File: src/rtl/core/bwb_pkg.sv
// ----------------------------------------------------------------------------
// bwb_pkg
// Shared types, widths and codes for the Bayer white-balance scaler.
// ----------------------------------------------------------------------------
package bwb_pkg;

    localparam int SAMPLE_W  = 16;
    localparam int GAIN_W    = 16;
    localparam int PROD_W    = SAMPLE_W + GAIN_W;
    localparam int LW_W      = 15;
    localparam int CFG_IDX_W = 3;
    localparam int CFG_W     = 16;
    localparam int PAT_W     = 3;
    localparam int LANES     = 3;

    localparam int MAX_LINE_WIDTH_DEF     = 16384;
    localparam int GAIN_FRACTION_BITS_DEF = 12;

    localparam logic [SAMPLE_W-1:0] SAT_LIMIT = 16'hFFFE;

    localparam logic [CFG_IDX_W-1:0] REG_GRAY_MODE     = 3'd0;
    localparam logic [CFG_IDX_W-1:0] REG_BAYER_PATTERN = 3'd1;
    localparam logic [CFG_IDX_W-1:0] REG_WIDE_SAMPLES  = 3'd2;
    localparam logic [CFG_IDX_W-1:0] REG_RED_GAIN      = 3'd3;
    localparam logic [CFG_IDX_W-1:0] REG_GREEN_GAIN    = 3'd4;
    localparam logic [CFG_IDX_W-1:0] REG_BLUE_GAIN     = 3'd5;
    localparam logic [CFG_IDX_W-1:0] REG_LINE_WIDTH    = 3'd6;

    localparam logic [PAT_W-1:0] PAT_NONE = 3'd0;
    localparam logic [PAT_W-1:0] PAT_BGGR = 3'd1;
    localparam logic [PAT_W-1:0] PAT_GRBG = 3'd2;
    localparam logic [PAT_W-1:0] PAT_GBRG = 3'd3;
    localparam logic [PAT_W-1:0] PAT_RGGB = 3'd4;

    localparam logic [GAIN_W-1:0] GAIN_UNITY = 16'd4096;

    typedef logic [SAMPLE_W-1:0] sample_t;
    typedef logic [GAIN_W-1:0]   gain_t;
    typedef logic [PROD_W-1:0]   prod_t;

    // per-beat control that travels beside the lane products
    typedef struct packed {
        logic    gray;
        logic    bypass;
        logic    line_end;
        sample_t raw_a;
    } side_t;

endpackage

File: src/rtl/core/bwb_if.sv
// ----------------------------------------------------------------------------
// bwb_in_if / bwb_out_if
// Valid/ready channels for raw pixels and scaled pixels.
// ----------------------------------------------------------------------------
interface bwb_in_if;
    import bwb_pkg::*;

    logic    valid;
    logic    ready;
    sample_t sample_a;
    sample_t sample_b;
    sample_t sample_c;

    modport source (output valid, output sample_a, output sample_b, output sample_c,
                    input ready);
    modport sink   (input valid, input sample_a, input sample_b, input sample_c,
                    output ready);
endinterface

interface bwb_out_if;
    import bwb_pkg::*;

    logic    valid;
    logic    ready;
    sample_t out_a;
    sample_t out_b;
    sample_t out_c;
    logic    line_end;

    modport source (output valid, output out_a, output out_b, output out_c,
                    output line_end, input ready);
    modport sink   (input valid, input out_a, input out_b, input out_c,
                    input line_end, output ready);
endinterface

File: src/rtl/core/bwb_ctrl.sv
// ----------------------------------------------------------------------------
// bwb_ctrl
// Configuration registers, column/row tracking and per-lane gain selection.
// ----------------------------------------------------------------------------
module bwb_ctrl #(
    parameter int MAX_LINE_WIDTH = bwb_pkg::MAX_LINE_WIDTH_DEF
) (
    input  logic                           clk,
    input  logic                           rst_n,
    input  logic                           cfg_we,
    input  logic [bwb_pkg::CFG_IDX_W-1:0]  cfg_index,
    input  logic [bwb_pkg::CFG_W-1:0]      cfg_data,
    input  logic                           beat,
    input  bwb_pkg::sample_t               raw_a,
    input  bwb_pkg::sample_t               raw_b,
    input  bwb_pkg::sample_t               raw_c,
    output bwb_pkg::sample_t               lane_sample [bwb_pkg::LANES],
    output bwb_pkg::gain_t                 lane_gain [bwb_pkg::LANES],
    output bwb_pkg::side_t                 side
);
    import bwb_pkg::*;

    localparam int COL_W = $clog2(MAX_LINE_WIDTH);
    localparam int MW_W  = $clog2(MAX_LINE_WIDTH + 1);
    localparam int CMP_W = (MW_W > LW_W) ? MW_W : LW_W;

    logic            gray_mode_reg;
    logic [PAT_W-1:0] bayer_pattern_reg;
    logic            wide_samples_reg;
    gain_t           red_gain_reg;
    gain_t           green_gain_reg;
    gain_t           blue_gain_reg;
    logic [LW_W-1:0] line_width_reg;

    logic [COL_W-1:0] column_reg, column_next;
    logic             row_odd_reg, row_odd_next;

    logic [CMP_W-1:0] lw_ext;
    logic [CMP_W-1:0] eff_width;
    logic [CMP_W-1:0] col_plus;
    logic             last;
    logic [1:0]       pos;
    gain_t            bayer_gain;
    logic             pattern_on;
    sample_t          ld_a, ld_b, ld_c;

    always_ff @(posedge clk or negedge rst_n)
    begin
        if (!rst_n)
        begin
            gray_mode_reg     <= 1'b1;
            bayer_pattern_reg <= PAT_NONE;
            wide_samples_reg  <= 1'b0;
            red_gain_reg      <= GAIN_UNITY;
            green_gain_reg    <= GAIN_UNITY;
            blue_gain_reg     <= GAIN_UNITY;
            line_width_reg    <= LW_W'(1);
        end
        else if (cfg_we)
        begin
            unique case (cfg_index)
                REG_GRAY_MODE:     gray_mode_reg     <= cfg_data[0];
                REG_BAYER_PATTERN: bayer_pattern_reg <= cfg_data[PAT_W-1:0];
                REG_WIDE_SAMPLES:  wide_samples_reg  <= cfg_data[0];
                REG_RED_GAIN:      red_gain_reg      <= cfg_data[GAIN_W-1:0];
                REG_GREEN_GAIN:    green_gain_reg    <= cfg_data[GAIN_W-1:0];
                REG_BLUE_GAIN:     blue_gain_reg     <= cfg_data[GAIN_W-1:0];
                REG_LINE_WIDTH:    line_width_reg    <= cfg_data[LW_W-1:0];
                default: ;
            endcase
        end
    end

    always_ff @(posedge clk or negedge rst_n)
    begin
        if (!rst_n)
        begin
            column_reg  <= '0;
            row_odd_reg <= 1'b0;
        end
        else
        begin
            column_reg  <= column_next;
            row_odd_reg <= row_odd_next;
        end
    end

    always_comb
    begin
        lw_ext = CMP_W'(line_width_reg);
        if (lw_ext == '0)
            eff_width = CMP_W'(1);
        else if (lw_ext > CMP_W'(MAX_LINE_WIDTH))
            eff_width = CMP_W'(MAX_LINE_WIDTH);
        else
            eff_width = lw_ext;

        col_plus = CMP_W'(column_reg) + CMP_W'(1);
        last     = (col_plus >= eff_width);

        column_next  = column_reg;
        row_odd_next = row_odd_reg;
        if (beat)
        begin
            if (last)
            begin
                column_next  = '0;
                row_odd_next = ~row_odd_reg;
            end
            else
            begin
                column_next = col_plus[COL_W-1:0];
            end
        end
    end

    // 2x2 CFA lookup: {row parity, column parity}
    always_comb
    begin
        pos        = {row_odd_reg, column_reg[0]};
        pattern_on = 1'b1;
        bayer_gain = green_gain_reg;
        unique case (bayer_pattern_reg)
            PAT_BGGR:
                if (pos == 2'd0) bayer_gain = blue_gain_reg;
                else if (pos == 2'd3) bayer_gain = red_gain_reg;
            PAT_GRBG:
                if (pos == 2'd1) bayer_gain = red_gain_reg;
                else if (pos == 2'd2) bayer_gain = blue_gain_reg;
            PAT_GBRG:
                if (pos == 2'd1) bayer_gain = blue_gain_reg;
                else if (pos == 2'd2) bayer_gain = red_gain_reg;
            PAT_RGGB:
                if (pos == 2'd0) bayer_gain = red_gain_reg;
                else if (pos == 2'd3) bayer_gain = blue_gain_reg;
            default:
                pattern_on = 1'b0;
        endcase
    end

    always_comb
    begin
        ld_a = wide_samples_reg ? raw_a : {raw_a[7:0], 8'h00};
        ld_b = wide_samples_reg ? raw_b : {raw_b[7:0], 8'h00};
        ld_c = wide_samples_reg ? raw_c : {raw_c[7:0], 8'h00};

        lane_sample[0] = ld_a;
        lane_sample[1] = ld_b;
        lane_sample[2] = ld_c;
        lane_gain[0]   = gray_mode_reg ? bayer_gain : red_gain_reg;
        lane_gain[1]   = green_gain_reg;
        lane_gain[2]   = blue_gain_reg;

        side.gray     = gray_mode_reg;
        side.bypass   = gray_mode_reg & ~pattern_on;
        side.line_end = last;
        side.raw_a    = ld_a;
    end

endmodule

File: src/rtl/core/bwb_lane.sv
// ----------------------------------------------------------------------------
// bwb_lane
// One channel multiplier: sample times gain, registered product.
// ----------------------------------------------------------------------------
module bwb_lane (
    input  logic             clk,
    input  logic             en,
    input  bwb_pkg::sample_t sample,
    input  bwb_pkg::gain_t   gain,
    output bwb_pkg::prod_t   product
);
    import bwb_pkg::*;

    prod_t product_reg;

    always_ff @(posedge clk)
    begin
        if (en)
            product_reg <= PROD_W'(sample) * PROD_W'(gain);
    end

    assign product = product_reg;

endmodule

File: src/rtl/core/bwb_merge.sv
// ----------------------------------------------------------------------------
// bwb_merge
// Fixed-point rescale and clamp of the lane products, output register.
// ----------------------------------------------------------------------------
module bwb_merge #(
    parameter int GAIN_FRACTION_BITS = bwb_pkg::GAIN_FRACTION_BITS_DEF
) (
    input  logic             clk,
    input  logic             rst_n,
    input  logic             s1_valid,
    input  bwb_pkg::side_t   s1_side,
    input  bwb_pkg::prod_t   product [bwb_pkg::LANES],
    output logic             load_ok,
    bwb_out_if.source        pix_out
);
    import bwb_pkg::*;

    logic    valid_reg, valid_next;
    sample_t a_reg, b_reg, c_reg;
    logic    line_end_reg;
    sample_t scaled [LANES];
    prod_t   shifted [LANES];

    always_comb
    begin
        for (int i = 0; i < LANES; i++)
        begin
            shifted[i] = product[i] >> GAIN_FRACTION_BITS;
            if (shifted[i] > PROD_W'(SAT_LIMIT))
                scaled[i] = SAT_LIMIT;
            else
                scaled[i] = shifted[i][SAMPLE_W-1:0];
        end
    end

    assign load_ok    = ~valid_reg | pix_out.ready;
    assign valid_next = load_ok ? s1_valid : valid_reg;

    always_ff @(posedge clk or negedge rst_n)
    begin
        if (!rst_n)
            valid_reg <= 1'b0;
        else
            valid_reg <= valid_next;
    end

    always_ff @(posedge clk)
    begin
        if (load_ok && s1_valid)
        begin
            a_reg        <= s1_side.bypass ? s1_side.raw_a : scaled[0];
            b_reg        <= s1_side.gray ? '0 : scaled[1];
            c_reg        <= s1_side.gray ? '0 : scaled[2];
            line_end_reg <= s1_side.line_end;
        end
    end

    assign pix_out.valid    = valid_reg;
    assign pix_out.out_a    = a_reg;
    assign pix_out.out_b    = b_reg;
    assign pix_out.out_c    = c_reg;
    assign pix_out.line_end = line_end_reg;

endmodule

File: src/rtl/core/bayer_white_balance_scaler_top.sv
// An accepted input beat is held in the lane product registers, then in the output register.
// Throughput: one pixel per cycle unless backpressure stalls; the three channel multipliers run in parallel.
// Backpressure stalls both stages; input ready follows output ready combinationally.
// Reset clears the configuration to defaults, the column/row counters and all valids.
// ----------------------------------------------------------------------------
// bayer_white_balance_scaler_top
// White-balance gain per raw pixel with Bayer CFA gain lookup in gray mode.
// ----------------------------------------------------------------------------
module bayer_white_balance_scaler_top #(
    parameter int MAX_LINE_WIDTH     = bwb_pkg::MAX_LINE_WIDTH_DEF,
    parameter int GAIN_FRACTION_BITS = bwb_pkg::GAIN_FRACTION_BITS_DEF
) (
    input  logic                          clk,
    input  logic                          rst_n,
    input  logic                          cfg_we,
    input  logic [bwb_pkg::CFG_IDX_W-1:0] cfg_index,
    input  logic [bwb_pkg::CFG_W-1:0]     cfg_data,
    bwb_in_if.sink                        pix_in,
    bwb_out_if.source                     pix_out
);
    import bwb_pkg::*;

    sample_t lane_sample [LANES];
    gain_t   lane_gain [LANES];
    prod_t   product [LANES];
    side_t   side;
    side_t   s1_side_reg;
    logic    s1_valid_reg, s1_valid_next;
    logic    s1_ready;
    logic    load_ok;
    logic    beat;

    assign s1_ready     = ~s1_valid_reg | load_ok;
    assign pix_in.ready = s1_ready;
    assign beat         = pix_in.valid & s1_ready;

    bwb_ctrl #(
        .MAX_LINE_WIDTH(MAX_LINE_WIDTH)
    ) u_ctrl (
        .clk        (clk),
        .rst_n      (rst_n),
        .cfg_we     (cfg_we),
        .cfg_index  (cfg_index),
        .cfg_data   (cfg_data),
        .beat       (beat),
        .raw_a      (pix_in.sample_a),
        .raw_b      (pix_in.sample_b),
        .raw_c      (pix_in.sample_c),
        .lane_sample(lane_sample),
        .lane_gain  (lane_gain),
        .side       (side)
    );

    for (genvar g = 0; g < LANES; g++)
    begin : g_lane
        bwb_lane u_lane (
            .clk    (clk),
            .en     (beat),
            .sample (lane_sample[g]),
            .gain   (lane_gain[g]),
            .product(product[g])
        );
    end

    assign s1_valid_next = s1_ready ? pix_in.valid : s1_valid_reg;

    always_ff @(posedge clk or negedge rst_n)
    begin
        if (!rst_n)
            s1_valid_reg <= 1'b0;
        else
            s1_valid_reg <= s1_valid_next;
    end

    always_ff @(posedge clk)
    begin
        if (beat)
            s1_side_reg <= side;
    end

    bwb_merge #(
        .GAIN_FRACTION_BITS(GAIN_FRACTION_BITS)
    ) u_merge (
        .clk     (clk),
        .rst_n   (rst_n),
        .s1_valid(s1_valid_reg),
        .s1_side (s1_side_reg),
        .product (product),
        .load_ok (load_ok),
        .pix_out (pix_out)
    );

endmodule

File: src/flat_wrapper.sv
// flat-port wrapper written by rule: the top's interface ports become plain ports
module bayer_white_balance_scaler_top_flat import bwb_pkg::*;
#(
    parameter int MAX_LINE_WIDTH     = bwb_pkg::MAX_LINE_WIDTH_DEF,
    parameter int GAIN_FRACTION_BITS = bwb_pkg::GAIN_FRACTION_BITS_DEF
)
  (clk, rst_n, cfg_we, cfg_index, cfg_data, pix_in_valid, pix_in_sample_a, pix_in_sample_b, pix_in_sample_c, pix_in_ready, pix_out_valid, pix_out_out_a, pix_out_out_b, pix_out_out_c, pix_out_line_end, pix_out_ready);
  bwb_in_if pix_in_i ();
  bwb_out_if pix_out_i ();
  input  logic clk;
  input  logic rst_n;
  input  logic cfg_we;
  input  logic [bwb_pkg::CFG_IDX_W-1:0] cfg_index;
  input  logic [bwb_pkg::CFG_W-1:0] cfg_data;
  input wire logic [$bits(pix_in_i.valid)-1:0] pix_in_valid;
  input wire logic [$bits(pix_in_i.sample_a)-1:0] pix_in_sample_a;
  input wire logic [$bits(pix_in_i.sample_b)-1:0] pix_in_sample_b;
  input wire logic [$bits(pix_in_i.sample_c)-1:0] pix_in_sample_c;
  output wire logic [$bits(pix_in_i.ready)-1:0] pix_in_ready;
  output wire logic [$bits(pix_out_i.valid)-1:0] pix_out_valid;
  output wire logic [$bits(pix_out_i.out_a)-1:0] pix_out_out_a;
  output wire logic [$bits(pix_out_i.out_b)-1:0] pix_out_out_b;
  output wire logic [$bits(pix_out_i.out_c)-1:0] pix_out_out_c;
  output wire logic [$bits(pix_out_i.line_end)-1:0] pix_out_line_end;
  input wire logic [$bits(pix_out_i.ready)-1:0] pix_out_ready;
  assign pix_in_i.valid = pix_in_valid;
  assign pix_in_i.sample_a = pix_in_sample_a;
  assign pix_in_i.sample_b = pix_in_sample_b;
  assign pix_in_i.sample_c = pix_in_sample_c;
  assign pix_in_ready = pix_in_i.ready;
  assign pix_out_valid = pix_out_i.valid;
  assign pix_out_out_a = pix_out_i.out_a;
  assign pix_out_out_b = pix_out_i.out_b;
  assign pix_out_out_c = pix_out_i.out_c;
  assign pix_out_line_end = pix_out_i.line_end;
  assign pix_out_i.ready = pix_out_ready;
  bayer_white_balance_scaler_top #(.MAX_LINE_WIDTH(MAX_LINE_WIDTH), .GAIN_FRACTION_BITS(GAIN_FRACTION_BITS)) u_core (.clk(clk), .rst_n(rst_n), .cfg_we(cfg_we), .cfg_index(cfg_index), .cfg_data(cfg_data), .pix_in(pix_in_i), .pix_out(pix_out_i));
endmodule
File: config.mk
export PLATFORM = sky130hd
export DESIGN_NAME = bayer_white_balance_scaler_top_flat
export DESIGN_NICKNAME = d
export VERILOG_FILES = /design/src/rtl/core/bwb_pkg.sv /design/src/rtl/core/bwb_if.sv /design/src/rtl/core/bwb_ctrl.sv /design/src/rtl/core/bwb_lane.sv /design/src/rtl/core/bwb_merge.sv /design/src/rtl/core/bayer_white_balance_scaler_top.sv /design/src/flat_wrapper.sv
export SDC_FILE = /design/constraint.sdc
export NUM_CORES = 2
export LEC_CHECK = 0
export BUFFER_PORTS_ARGS = -buffer_cell sky130_fd_sc_hd__buf_2
export CAP_MARGIN = 20
export CORE_AREA = 2 2 302 214
export DETAILED_ROUTE_END_ITERATION = 12
export DIE_AREA = 0 0 304 216
export PLACE_DENSITY_LB_ADDON = 0.08
export SYNTH_ARGS = -nofsm -noshare
export SYNTH_HDL_FRONTEND = slang
export SYNTH_HIERARCHICAL = 1
export SYNTH_SLANG_ARGS = --single-unit
File: constraint.sdc
create_clock -name clk -period 8.8 [get_ports clk]
set_clock_uncertainty 0.1 [all_clocks]
set_input_delay 0.44 -clock clk [delete_from_list [all_inputs] [get_ports clk]]
set_output_delay 0.44 -clock clk [all_outputs]
set_load 0.02 [all_outputs]
Word level (Yosys, flattened, before mapping)
Cells that the tools add are included.

storage, ports and cells
  flip-flop bits (word level) = 249
  logic and storage cells = 90
  input port bits = 72

cells by class
  $lt $le $gt $ge = 5
  multipliers = 3
  bitwise operators = 8
  reduce and logical (&&, ||, !) cells = 15
  $add $sub $neg = 1
  equal/unequal tests = 13
  mux-type cells = 21

operators by type and width
  cell                   count
  $mux 16                16
  $mul 16x16->32         3
  $pmux 16 s4            1
  $gt 20x16->1 const B   3
  $mux 15                2
  $reduce_and 2->1       8
  $add 14x1->15 const B  1
  $ge 15x15->1           1
  $gt 15x15->1 const B   1
  $logic_not 15->1       1
  $mux 14                1
  $eq 3x2->1 const B     4
  $eq 3x3->1 const B     4
  $eq 3x1->1 const B     2
  $eq 2x2->1 const B     2
  $not 1->1              4
  $reduce_or 2->1        2
  $reduce_or 4->1        1
  $logic_not 3->1        1
  $and 1x1->1            2
  $eq 2x1->1 const B     1
  $logic_not 2->1        1
  $or 1x1->1             2
  $logic_and 1x1->1      1
  $mux 1                 1

Depth between registers and ports, before layout
  depth after elaboration = 6
  depth in mapped cells = 29
  gate-level depth less buffers = 26

By module
Netlist, hierarchy kept.

by module, submodules not included
  module                              cells an instance  instances  area an instance (um^2)
  bwb_lane (u_core.g_lane[0].u_lane)  1067               1          9748.1
  bwb_lane (u_core.g_lane[2].u_lane)  1028               1          9615.5
  bwb_lane (u_core.g_lane[1].u_lane)  1033               1          9555.4
  bwb_ctrl                            582                1          5765.5
  bwb_merge                           178                1          2125.8
  bayer_white_balance_scaler_top      23                 1          624.3

Worst setup path before layout
No wires, ideal clock.

  path kind = register to register
  from = register u_core.u_ctrl.row_odd_reg
  to = register u_core.g_lane[0].u_lane.product_reg[30] (data pin)
  setup time = 0.256 ns
  buffers on the path = 3
  path slack = 1.427 ns
  stages on the path, launching flop included = 28
  arrival time = 7.017 ns
  path through = dfrtp_1 -> buf_6 -> nor2b_4 -> a221o_1 -> a31o_1 -> a211oi_1 -> o21ai_1 -> o221a_2 -> clkbuf_1 -> and2_1 -> fa_1 -> inv_1 -> fa_1 -> fa_1 -> fa_1 -> inv_1 -> fa_1 -> inv_1 -> fa_1 -> inv_1 -> ha_1 -> buf_6 -> a21o_1 -> a31oi_4 -> o21bai_1 -> a211o_1 -> or4_1 -> and4_1

RTL lines
  what                    line            RTL
  start, declared         bwb_ctrl.sv:36  logic row_odd_reg, row_odd_next;
  start signal, assigned  bwb_ctrl.sv:84  row_odd_reg <= row_odd_next;
  end signal, assigned    bwb_lane.sv:19  product_reg <= PROD_W'(sample) * PROD_W'(gain);
  end, declared           bwb_lane.sv:14  prod_t product_reg;

==> results.py <==
metrics = {
    "sta": {
        "tns_ns": 0,
        "finalCriticalPeriod_ns": 8.33,
        "hold_viol": 0,
        "setup_violations": 0,
        "setup_ws_ns": 0.467,
        "rsz0062_at_grt": "false",
        "slew_viol_final": 0,
        "tightestPinTransition_ns": 1.10,
        "max_freq_mhz": 120,
        "slew_headroom": 0.265,
        "fin_crit_sh": 0.947,
    },
    "worst_setup_path": {
        "cp.arrival_ns": 8.54,
        "crit_path_end_kind": "flop",
        "crit_fanout": 21,
        "crit_type": "flop to flop",
        "worstSetupStartpointType": "flop",
        "required_ns": 9.01,
    },
    "floorplan": {
        "start_util": 0.575,
        "top_level_ports": 123,
        "die-area_um2": 65700,
        "die_width_um": 304,
        "fp.coreArea_um2": 62700,
        "die_y_um": 216,
        "rows": 77,
    },
    "place": {
        "dp_hpwl_um": 74300,
        "pre_cts_ws_ns": 0.449,
        "io_buffers": 122,
        "gp_congestion": 1.01,
    },
    "min_path": {
        "hold_path_class": "primary input to flop",
    },
    "synth": {
        "ys.warnings.count": 6,
        "avgSynthCellArea_um2": 9.41,
        "syn-num-nets": 4810,
        "syn_area_um2": 36000,
        "synthCells": 3828,
    },
    "grt": {
        "grt_max_degree": 60,
        "antenna_found_initial": 0,
        "overflow": 0,
        "grt_pass1_wl_um": 152000,
        "grt_pass1_vias": 26547,
        "grt_usage": 0.296,
    },
    "clock_tree": {
        "clockBufferDepth": 3,
        "cts_sinks": 213,
        "clkTransAtPathRegs_ns": 0.06,
        "cts_post_setup_buffers_inserted": 0,
        "cts_max_level": 1,
        "cts_buffers": 25,
        "cts_tree": "done",
        "cts_root_buf": "clkbuf_16",
        "clk_latency_ns": 0.57,
    },
    "route": {
        "routed_via_density": 5.62,
        "ant_nets": 0,
        "avgRoutedWirePerCell_um": 20.1,
        "first_iter_violations": 2077,
        "drc": 0,
        "firstDrtPassIters": 7,
        "vias": 26444,
        "drt_wl_total_um": 94300,
    },
    "cells_and_area": {
        "area_delta_synth_final_pct": 5.94,
        "largest_reg_flops": 60,
        "layout.nets": 4836,
        "drive_gt1_frac": 0.0958,
    },
    "run": {
        "max_cap_violations": 0,
    },
    "status": {
        "outcome": "complete, no violations",
    },
}
[cells in the final DEF, fill, tap and decap left out, drive strengths merged, types with 91 or more instances in the layout]
cell,instances
ha,328
buf,184
nand2,516
nor2,132
inv,723
edfxtp,128
and2,399
a21oi,92
fa,582
mux2,91
[final cells by class]
cell class              count  area, um^2
diodes                      1        2.50
clock buffers              34         733
clock inverters            12         131
fillers                  5485       24500
inverters                 718        2700
multi-input cells        2710       26500
flip-flops and latches    213        5980
well taps                 829        1040
repair buffers            186        1100
[metal layers]
layer	vias to the layer above	global-route usage	routed length [um]
li1	12088	-	-
met1	13261	0.467	45600
met2	990	0.417	37800
met3	105	0.0712	9310
met4	0	0.0471	1610
met5	-	0	0
[metrics by stage]
step | utilization | instances | hold slack, ns | cell area (um^2)
4_1_cts | 0.609 | 4702 | 0.0351 | 38200
2_1_floorplan | - | 3828 | 0.0444 | 36000
5_1_grt | 0.609 | 4702 | 0.0459 | 38200
3_3_place_gp | 0.595 | 4654 | 0.306 | 37300
6_report | 0.609 | 4703 | 0.0587 | 38200
3_5_place_dp | 0.595 | 4654 | 0.306 | 37300
[critical path: stages, from the launching register on]
cell	delay, ns
dfrtp_1	0.80
nor2_2	0.16
xnor2_1	0.55
nand2_1	0.21
nor2b_1	0.26
a221o_1	0.60
nand2_1	0.17
fa_1	0.54
fa_1	0.53
inv_1	0.05
fa_1	0.47
fa_1	0.53
fa_1	0.55
inv_1	0.06
fa_1	0.53
inv_1	0.04
ha_1	0.40
a21oi_1	0.18
o21bai_1	0.13
o21bai_1	0.20
a211o_1	0.33
or4_1	0.52
and4_1	0.16
[timing repair]
item,in CTS,in global routing
endpoints found under the hold margin,31,0
hold buffers,2,0
resized for setup,0,1
setup endpoints to repair,0,1
[worst paths after layout]
path | startpoint | depth (start not counted) | end | slack [ns]
max | u_core/u_ctrl/bayer_pattern_reg[0] | 22 | u_core/g_lane[0].u_lane/product[30] | 0.47
min | cfg_data[15] | 2 | u_core/u_ctrl/red_gain_reg[15] | 0.06
max reg2reg | u_core/u_ctrl/bayer_pattern_reg[0] | 22 | u_core/g_lane[0].u_lane/product[30] | 0.47
min reg2reg | u_core/s1_side_reg[16] | 0 | u_core/u_merge/pix_out.line_end | 0.33
max in group asynchronous | rst_n | 3 | u_core/u_ctrl/wide_samples_reg | 7.30
min in group asynchronous | rst_n | 2 | u_core/u_ctrl/column_reg[11] | 0.25
Power is not shown: default switching activity piles up to over one toggle a cycle in this logic, so the estimate is an artifact.
